[src/uhsf_pkg.sv]
// Shared types and constants for the unique hash stream filter.
// No dependencies; used by the channel interfaces and every module.
`timescale 1ns / 1ps

package uhsf_pkg;

  localparam int unsigned LOW_W  = 64;
  localparam int unsigned MID_W  = 64;
  localparam int unsigned HIGH_W = 32;
  localparam int unsigned FULL_W = LOW_W + MID_W + HIGH_W;

  typedef enum logic [1:0] {
    S_IDLE,
    S_SEARCH,
    S_EMIT
  } uhsf_state_t;

  typedef struct packed {
    logic rd_en;
    logic wr_en;
  } uhsf_mem_ctl_t;

  typedef struct packed {
    logic idle;
    logic full;
    logic emit;
  } uhsf_status_t;

endpackage

[src/uhsf_search.sv]
// Search sequencer: walks the seen table one entry a cycle, appends new hashes while room remains.
// Depends on uhsf_pkg (state enum, memory control and status structs).
`timescale 1ns / 1ps

module uhsf_search #(
  parameter int unsigned TABLE_ENTRIES = 256,
  parameter int unsigned KEY_W         = 160,
  parameter int unsigned IDX_W         = 8,
  parameter int unsigned CNT_W         = 9
) (
  input  logic                    clk,
  input  logic                    rst_n,
  input  logic                    in_valid,
  output logic                    in_ready,
  input  logic [KEY_W-1:0]        in_key,
  input  logic                    in_flag,
  input  logic                    slot_free,
  input  logic [KEY_W-1:0]        rd_data,
  output uhsf_pkg::uhsf_mem_ctl_t mem_ctl,
  output logic [IDX_W-1:0]        rd_addr,
  output logic [IDX_W-1:0]        wr_addr,
  output logic [KEY_W-1:0]        key,
  output logic                    flag,
  output uhsf_pkg::uhsf_status_t  status
);

  uhsf_pkg::uhsf_state_t state_r, state_nxt;
  logic [CNT_W-1:0]      idx_r, idx_nxt;
  logic [CNT_W-1:0]      count_r, count_nxt;
  logic [KEY_W-1:0]      key_r, key_nxt;
  logic                  flag_r, flag_nxt;
  logic                  full;
  logic                  emit;

  assign full    = (count_r == CNT_W'(TABLE_ENTRIES));
  assign rd_addr = (state_r == uhsf_pkg::S_IDLE) ? '0 : idx_r[IDX_W-1:0];
  assign wr_addr = count_r[IDX_W-1:0];
  assign key     = key_r;
  assign flag    = flag_r;
  assign status  = '{idle: (state_r == uhsf_pkg::S_IDLE), full: full, emit: emit};

  always_ff @(posedge clk) begin
    if (!rst_n) begin
      state_r <= uhsf_pkg::S_IDLE;
      idx_r   <= '0;
      count_r <= '0;
    end else begin
      state_r <= state_nxt;
      idx_r   <= idx_nxt;
      count_r <= count_nxt;
    end
  end

  always_ff @(posedge clk) begin
    key_r  <= key_nxt;
    flag_r <= flag_nxt;
  end

  always_comb begin
    state_nxt = state_r;
    idx_nxt   = idx_r;
    count_nxt = count_r;
    key_nxt   = key_r;
    flag_nxt  = flag_r;
    in_ready  = 1'b0;
    mem_ctl   = '0;
    emit      = 1'b0;
    case (state_r)
      uhsf_pkg::S_IDLE: begin
        in_ready = 1'b1;
        if (in_valid) begin
          key_nxt  = in_key;
          flag_nxt = in_flag;
          if (count_r == '0) begin
            state_nxt = uhsf_pkg::S_EMIT;
          end else begin
            mem_ctl.rd_en = 1'b1;
            idx_nxt       = CNT_W'(1);
            state_nxt     = uhsf_pkg::S_SEARCH;
          end
        end
      end
      uhsf_pkg::S_SEARCH: begin
        // rd_data holds entry idx_r-1
        if (rd_data == key_r) begin
          state_nxt = uhsf_pkg::S_IDLE;
        end else if (idx_r == count_r) begin
          state_nxt = uhsf_pkg::S_EMIT;
        end else begin
          mem_ctl.rd_en = 1'b1;
          idx_nxt       = idx_r + CNT_W'(1);
        end
      end
      uhsf_pkg::S_EMIT: begin
        if (slot_free) begin
          emit = 1'b1;
          if (!full) begin
            mem_ctl.wr_en = 1'b1;
            count_nxt     = count_r + CNT_W'(1);
          end
          state_nxt = uhsf_pkg::S_IDLE;
        end
      end
      default: begin
        state_nxt = uhsf_pkg::S_IDLE;
      end
    endcase
  end

endmodule

[config.mk]
export PLATFORM = sky130hd
export DESIGN_NAME = uhsf_search
export DESIGN_NICKNAME = d
export VERILOG_FILES = /design/src/uhsf_pkg.sv /design/src/uhsf_search.sv
export SDC_FILE = /design/constraint.sdc
export NUM_CORES = 1
export LEC_CHECK = 0
export BUFFER_PORTS_ARGS = -buffer_cell sky130_fd_sc_hd__buf_2
export CAP_MARGIN = 20
export CORE_AREA = 2 2 198 200
export CTS_CLUSTER_SIZE = 8
export DETAILED_ROUTE_END_ITERATION = 8
export DIE_AREA = 0 0 200 202
export PLACE_DENSITY = 0.47
export SYNTH_ARGS = -nofsm -noshare
export SYNTH_HDL_FRONTEND = slang
export SYNTH_SLANG_ARGS = --single-unit
[constraint.sdc]
create_clock -name clk -period 7.5 [get_ports clk]
set_clock_uncertainty 0.1 [all_clocks]
set_input_delay 0.375 -clock clk [delete_from_list [all_inputs] [get_ports clk]]
set_output_delay 0.375 -clock clk [all_outputs]
set_load 0.01 [all_outputs]
==> flow_metrics.tcl, run 1 <==
set metrics [dict create \
    outcome "completed" \
    yosysSeqAreaShare 0.659 \
    die_area_um2 40400 \
    grt_max_degree 65 \
    wl_mm 30.3 \
    cts_resized 0 \
    fin_crit_sh 0.519 \
    fin_area_um2 13100 \
    syn_area_um2 7940 \
    muxShareOfSynthArea 0.00252 \
    arrival_ns 3.42 \
    crit_type "reg -> out" \
    synthArstFlopShare 0 \
    p_leak_nw 5.35 \
    instances_no_fill 1746 \
    peakVddDrop_mv 0.152 \
    clock-sinks 181 \
    post-route-drc-count 0 \
    synth-compound-area-share 0.0236 \
    syn_nets 882 \
    synth_top_family_by_area "XOR/XNOR gates" \
    hold_class "in -> reg" \
    slowest_stage "or4_4" \
    cp_max_fo 15 \
    cts_buffer_depth 2 \
    grt_pass1_wl_mm 43.2 \
    postPlaceCellArea_um2 11000 \
    root_buffer "clkbuf_16" \
    yosysTopAreaCell "edfxtp_1" \
    slowest_delay_ns 0.66 \
    cts_tree "built" \
    path_delay_family "simple AND/OR/NAND/NOR gates" \
    wl_per_cell_um 17.3 \
    drt_iter0_markers 286 \
    cp-end-kind "output pin" \
    htreeDepth 4 \
    num_vias 6987 \
    synth-simple-area-share 0.101 \
    reg2reg_slack_ns 4.23 \
    place_hpwl_mm 24.1 \
    area_growth_pct 65.1 \
    slew_headroom 0.401 \
    insertion_delay_ns 0.44 \
    ant_nets 0 \
    nNetsFinal 1542 \
    coreArea_um2 38300 \
    netlist_top_cells_area "edfxtp_1 61%, xnor2_1 15%, dfxtp_1 5.0%" \
    tightestPinTransition_ns 0.898 \
    grtUsageMet1 0.170 \
    setup_ws_ns 3.61 \
    dp_cells 1559 \
    track_usage 0.147 \
    ys_warn_count 0 \
    busiest_layer "met2" \
    via_per_inst 4.00 \
    synthFlopType "edfxtp_1" \
    ys_top_cells_by_count "161 x edfxtp_1, 138 x xnor2_1, 43 x nand4_1" \
    rows 72 \
    dpl_worst_slack_ns 3.99 \
    gp_congestion 0.889 \
    cp_cell_sequence "xnor2_1 > nand4_1 > nor4_1 > nand4_1 > or4_4 > a21oi_2 > inv_2 > buf_2" \
    fmax_mhz 257 \
    die_x_um 200 \
    timing.final.crit_period_ns 3.89 \
    setup_viol 0 \
    synth.distinct_cells 45 \
    synth_edf_count 161 \
    yosys_register_bits 181 \
    overflow 0 \
    synth_most_common_cell "edfxtp_1" \
    grt_pass1_vias 7306 \
    path_buf_inv 2 \
    gr-usage-met2 0.257 \
    tns_ns 0 \
    synth-xor-area-share 0.186 \
    numCtsBuffers 17 \
    fillerInstances 3889 \
    first_pass_iters 4 \
    cp.required_ns 7.03 \
    postSynthCellCount 554 \
    postSynthAreaPerCell_um2 14.3 \
    grt_util_met3 0.0442 \
    ios 508 \
    finalHoldViolCount 0 \
    die_h_um 202 \
    rsz0062_at_grt "no" \
    slew_viol_final 0 \
    drive_above_1_share 0.445 \
    path_clk_slew_ns 0.07 \
    startpoint_type "flop" \
    cpMostUsedCell "nand4_1" \
    drv_cap 0 \
    start_util 0.207 \
    yosysTopAreaCellShare 0.609 \
    synth_fa_ha_area_frac 0.00473 \
    antenna_found_initial 1 \
    port_buffers 507 \
    power.density_nw_per_um2 199 \
]
[state kept, by name (all words and copies together) (netlist names)]
signal   flops
state_r      2
key        160
flag         1
count_r      9
idx_r        9
[placed cells by master, fill, tap and decap left out, types with 2 or more instances in the layout]
| cell type | synthesis | layout |
|---|---|---|
| edfxtp_1 | 161 | 161 |
| a22o_1 | 2 | 2 |
| ha_1 | 3 | 3 |
| dlygate4sd3_1 | 0 | 154 |
| nor2_1 | 14 | 14 |
| nand2_1 | 21 | 21 |
| o22ai_1 | 2 | 2 |
| mux2i_1 | 2 | 2 |
| nor4_1 | 15 | 15 |
| nand3_1 | 10 | 10 |
| a311oi_1 | 2 | 2 |
| xnor2_1 | 138 | 138 |
| clkinvlp_4 | 0 | 5 |
| o21ai_0 | 4 | 4 |
| nor3_1 | 6 | 6 |
| clkbuf_16 | 0 | 17 |
| or3_1 | 2 | 2 |
| or3b_1 | 5 | 5 |
| a31oi_1 | 6 | 6 |
| dfxtp_1 | 20 | 20 |
| clkinv_2 | 0 | 2 |
| a21oi_1 | 2 | 2 |
| nor2b_1 | 9 | 9 |
| buf_4 | 11 | 2 |
| buf_2 | 0 | 507 |
| inv_1 | 8 | 8 |
| inv_6 | 0 | 3 |
| nand2b_1 | 3 | 3 |
| xor2_1 | 31 | 31 |
| nand4_1 | 43 | 43 |
| clkinv_1 | 5 | 6 |
[through the flow]
stage                     total power, mW  hold WS, ns   util
after floorplan                      1.47        0.374      -
after global placement               1.68        0.417  0.288
after detailed placement             1.68        0.432  0.288
after CTS                            2.65      0.00130  0.343
after global routing                 2.72      0.00845  0.343
final                                2.60       0.0426  0.343
[cell type report]
| class | count | area (µm²) | area share |
|---|---|---|---|
| Timing Repair Buffer | 663 | 4090 | 0.312 |
| Inverter | 14 | 52.6 | 0.00401 |
| Multi-Input combinational cell | 337 | 2530 | 0.193 |
| Clock buffer | 18 | 429 | 0.0327 |
| Tap cell | 518 | 648 | 0.0494 |
| Sequential cell | 181 | 5240 | 0.399 |
| Clock inverter | 14 | 128 | 0.00973 |
| Antenna cell | 1 | 2.50 | 0.000191 |
[metal layers]
metal  vias to the layer above  share of wire
met3                        31          0.065
li1                       3342              -
met2                       286           0.52
met1                      3328           0.40
met4                         0          0.019
met5                         -              0
[final timing paths]
kind,from,end,cells past startpoint
max,key[142],mem_ctl[1],8
min,in_key[98],key[98],1
max reg2reg,key[142],idx_r[3],8
min reg2reg,idx_r[8],idx_r[8],2
[cell families after synthesis]
kind of cell | after synthesis
DFF | 181
xor gates and xnor gates | 169
and+or+nand+nor | 137
buffers and inverters | 36
AOI/OAI and AO/OA | 26
adders and majority gates | 3
muxes | 2
[report_power, final]
group	total (mW)	switching [mW]	internal, mW
Combinational	0.463	0.224	0.239
Clock	0.883	0.422	0.461
Sequential	1.26	0.0590	1.20
Total	2.60	0.705	1.90
[what timing repair did]
| action | 4_1_cts | 5_1_grt |
|---|---|---|
| setup buffers | 0 | 0 |
| hold endpoints to repair | 154 | 0 |
| hold buffers | 154 | 0 |
Power figures use the tool's default switching activity.
==> run 2: changes to the inputs <==
Clock period 7.5 ns to 3.6 ns, I/O delays scaled along.
==> run 2 against run 1 <==
Clock-buffer cell count grew 1. Utilization up 0.45 points. Cell count rose by 0.74%. Largest power group unchanged. Highest routed layer unchanged.
==> flow_metrics.tcl, run 2 (synthesis gave the netlist of run 1 again) <==
set metrics [dict create \
    outcome "completed" \
    htreeDepth 4 \
    insertion_delay_ns 0.45 \
    hold_class "in -> reg" \
    drt_iter0_markers 315 \
    path_delay_family "simple AND/OR/NAND/NOR gates" \
    first_pass_iters 4 \
    tightestPinTransition_ns 1.24 \
    slew_headroom 0.173 \
    peakVddDrop_mv 0.332 \
    drive_above_1_share 0.444 \
    rsz0062_at_grt "no" \
    clock-sinks 181 \
    wl_per_cell_um 17.5 \
    finalHoldViolCount 0 \
    dp_cells 1563 \
    numCtsBuffers 17 \
    track_usage 0.151 \
    via_per_inst 3.96 \
    post-route-drc-count 0 \
    fmax_mhz 297 \
    die_area_um2 40400 \
    start_util 0.207 \
    path_clk_slew_ns 0.07 \
    ios 508 \
    cts_buffer_depth 2 \
    die_x_um 200 \
    drv_cap 0 \
    largest_register_ffs 160 \
    ant_nets 0 \
    arrival_ns 3.08 \
    min_from "in_key[77]" \
    wl_mm 30.8 \
    grt_pass1_wl_mm 44.3 \
    crit_type "reg -> out" \
    fin_crit_sh 0.934 \
    grt_pass1_vias 7460 \
    r2r_cells 10 \
    whs_ns 0.332 \
    p_leak_nw 5.43 \
    diodes 0 \
    reg2reg_from "key[46]" \
    min_to "key[77]" \
    nNetsFinal 1557 \
    root_buffer "clkbuf_16" \
    rows 72 \
    cp_cell_sequence "xnor2_1 > nand4_1 > nor4_2 > buf_4 > nand4_1 > or4_4 > a21oi_2 > inv_2 > buf_2" \
    port_buffers 507 \
    final_common_cell "buf_2" \
    die_h_um 202 \
    slew_viol_final 0 \
    postPlaceCellArea_um2 11100 \
    cts_tree "built" \
    path_buf_inv 3 \
    fin_area_um2 13300 \
    startpoint_type "flop" \
    instances_no_fill 1759 \
    slowest_stage "nor4_2" \
    timing.final.crit_period_ns 3.36 \
    overflow 0 \
    fillerInstances 3853 \
    final_cell_mix "507 x buf_2, 164 x dlygate4sd3_1, 161 x edfxtp_1, 138 x xnor2_1, 43 x nand4_1" \
    reg2reg_slack_ns 0.28 \
    power.density_nw_per_um2 414 \
    holdPathStages 2 \
    cp.required_ns 3.32 \
    slowest_delay_ns 0.53 \
    antenna_found_initial 0 \
    cp_max_fo 4 \
    cp-end-kind "output pin" \
    setup_viol 0 \
    utilization 0.347 \
    cpMostUsedCell "nand4_1" \
    coreArea_um2 38300 \
    grt_max_degree 162 \
    num_vias 6962 \
    tns_ns 0 \
    place_hpwl_mm 24.3 \
    timing.rr.end "state_r[1]" \
    area_growth_pct 67.3 \
    gp_congestion 0.883 \
]
-- run 2: worst max path at each step --
| stage | from | endpoint | slack, ns | depth (start not counted) |
|---|---|---|---|---|
| 2_1_floorplan | state_r[1] | idx_r[6] | 0.59 | 6 |
| 5_1_grt | key[14] | mem_ctl[1] | 0.07 | 8 |
| 3_5_place_dp | key[79] | idx_r[3] | 0.31 | 8 |
| 4_1_cts | key[79] | mem_ctl[1] | 0.03 | 8 |
| 6_report | key[46] | mem_ctl[1] | 0.24 | 9 |
| 3_3_place_gp | key[21] | idx_r[3] | 0.30 | 9 |
-- run 2: layout make-up --
cell class	instances	area [µm²]	share of cell area
flip-flops and latches	181	5240	0.394
clock buffers	19	433	0.0326
clock inverters	12	130	0.00979
repair buffers	678	4240	0.319
well taps	518	648	0.0488
multi-input cells	337	2550	0.192
inverters	14	52.6	0.00395
-- run 2: timing repair --
action,in CTS,in global routing
cloned,0,0
endpoints found under the setup margin,1,1
hold buffers,164,0
resized for setup,2,1
pin swaps,2,2
hold endpoints to repair,165,0
setup buffers,1,0
-- run 2: power by group --
group / leakage, nW / total (mW) / internal, mW / switching (mW)
clock network: 0.265 / 1.89 / 1.02 / 0.869
registers: 1.71 / 2.63 / 2.50 / 0.123
logic: 3.46 / 0.984 / 0.512 / 0.472
-- run 2: through the flow --
stage          total power, mW  setup slack (ns)
2_1_floorplan             3.03             0.592
3_3_place_gp              3.52             0.302
3_5_place_dp              3.52             0.315
4_1_cts                   5.59            0.0273
5_1_grt                   5.73            0.0668
6_report                  5.50             0.236
-- run 2: routing by layer --
metal,part of all wire,vias up,track usage
met4,0.019,0,0.0558
met2,0.51,257,0.259
li1,-,3369,-
met1,0.40,3309,0.177
met5,0,-,0
met3,0.070,27,0.0437
==> run 3: changes to the inputs <==
Settings changed: PLACE_DENSITY 0.47 to 0.49.
==> run 3 against run 2 <==
Clock-buffer cell count down 2. Final area up 0.25%. Largest power group unchanged. Sequential power about the same. Critical path type is now reg -> reg. Routed wire length down 1.6%. First-iteration DRC count down 6.7%. Clock power up 3%. Largest cell class unchanged.
==> flow_metrics.tcl, run 3 (synthesis gave the netlist of run 1 again) <==
set metrics [dict create \
    outcome "completed" \
    drv_cap 0 \
    switching_power_mw 1.45 \
    gp_congestion 0.895 \
    utilization 0.348 \
    fmax_mhz 294 \
    cp.required_ns 3.84 \
    cp-end-kind "flop" \
    ant_nets 0 \
    drt_iter0_markers 294 \
    wl_mm 30.4 \
    numCtsBuffers 17 \
    final_cell_mix "507 x buf_2, 164 x dlygate4sd3_1, 161 x edfxtp_1, 137 x xnor2_1, 43 x nand4_1" \
    p_leak_nw 5.45 \
    reg2reg_from "key[47]" \
    r2r_cells 9 \
    clkPwrFrac 0.350 \
    min_from "in_key[153]" \
    peakVddDrop_mv 0.341 \
    insertion_delay_ns 0.45 \
    holdPathStages 2 \
    start_util 0.207 \
    dp_cells 1562 \
    via_per_inst 4.01 \
    wl_per_cell_um 17.3 \
    place_hpwl_mm 23.8 \
    p_int_mw 4.10 \
    tightestPinTransition_ns 1.07 \
    timing.final.crit_period_ns 3.40 \
    fin_area_um2 13300 \
    first_pass_iters 5 \
    cts_tree "built" \
    num_vias 7053 \
    clock-sinks 181 \
    largest_register_ffs 160 \
    dpl_worst_slack_ns 0.459 \
    antenna_found_initial 2 \
    seqPwrFrac 0.472 \
    die_area_um2 40400 \
    grt_max_degree 162 \
    area_growth_pct 67.7 \
    tns_ns 0 \
    postPlaceCellArea_um2 11100 \
    hold_class "in -> reg" \
    min_to "key[153]" \
    power.density_nw_per_um2 417 \
    startpoint_type "flop" \
    final_common_cell "buf_2" \
    grt_pass1_vias 7546 \
    cp_max_fo 14 \
    die_h_um 202 \
    grt_pass1_wl_mm 44.0 \
    path_clk_slew_ns 0.07 \
    timing.rr.end "state_r[1]" \
    slew_viol_final 0 \
    die_x_um 200 \
    crit_type "reg -> reg" \
    coreArea_um2 38300 \
    drive_above_1_share 0.446 \
    ios 508 \
    arrival_ns 3.64 \
    share_comb_of_total_power 0.178 \
    overflow 0 \
    power_switching_share 0.262 \
    nNetsFinal 1556 \
    cts_buffer_depth 2 \
    reg2reg_slack_ns 0.20 \
    finalHoldViolCount 0 \
    post-route-drc-count 0 \
    setup_viol 0 \
    port_buffers 507 \
    root_buffer "clkbuf_16" \
    htreeDepth 4 \
    rows 72 \
    track_usage 0.149 \
    rsz0062_at_grt "no" \
    instances_no_fill 1759 \
    slew_headroom 0.282 \
    fin_crit_sh 0.945 \
    setup_ws_ns 0.197 \
]
==> run 3: cell types whose count changed in the layout (fill, tap and decap cells not counted), sizes merged <==
cell      before  now
diode          0    1
inv           11   10
buf          514  513
clkinvlp       3    2
clkinv        10   13
bufinv         2    3
clkbuf        19   17
==> run 3: worst max path at each step <==
stage / slack [ns] / endpoint / cells past startpoint / from
2_1_floorplan: 0.59 / idx_r[6] / 6 / state_r[1]
3_3_place_gp: 0.43 / mem_ctl[1] / 8 / key[47]
3_5_place_dp: 0.46 / idx_r[3] / 8 / key[47]
4_1_cts: 0.03 / mem_ctl[1] / 9 / key[104]
5_1_grt: 0.008 / mem_ctl[1] / 8 / key[47]
6_report: 0.20 / state_r[1] / 9 / key[47]
==> run 3: worst max-delay path, cell delays in order, from the launching register on <==
cell	delay, ns
edfxtp_1	0.42
xnor2_1	0.30
nand4_1	0.16
nor4_2	0.36
nand4_1	0.31
or4_4	0.66
buf_4	0.21
nand3_1	0.10
a311oi_1	0.09
dlygate4sd3_1	0.58
==> run 3: stage by stage <==
stage,hold slack (ns),power (mW)
after floorplan,0.179,3.03
final,0.330,5.55
after detailed placement,0.258,3.51
after CTS,0.284,5.62
after global placement,0.256,3.51
after global routing,0.301,5.79
==> run 3: power groups by stage <==
stage               Clock (mW)  Sequential, mW  Combinational (mW)
global placement             0            2.66               0.850
CTS                       2.00            2.62               0.998
global route              2.07            2.64                1.07
floorplan                    0            2.72               0.309
finish                    1.94            2.62               0.986
detailed placement           0            2.66               0.849
==> run 3: layer usage <==
metal,part of all wire,vias to the layer above,routed length [µm],GRT usage
li1,-,3373,-,-
met1,0.40,3337,12300,0.175
met2,0.52,309,15700,0.259
met3,0.063,30,1910,0.0457
met4,0.016,4,494,0.0476
met5,0.00089,-,27,0
==> run 3: layout make-up <==
cell class / count / area (µm²)
fillers: 3892 / 25000
clock buffers: 17 / 425
clock inverters: 14 / 161
multi-input cells: 337 / 2560
flip-flops and latches: 181 / 5240
inverters: 14 / 52.6
well taps: 518 / 648
diodes: 1 / 2.50
repair buffers: 677 / 4240
==> run 3: timing repair <==
action	CTS	global route
pin swaps	2	0
hold buffers	164	0
gates resized for setup	3	2
buffers inserted	1	0
setup endpoints to repair	1	1
hold endpoints to repair	165	0
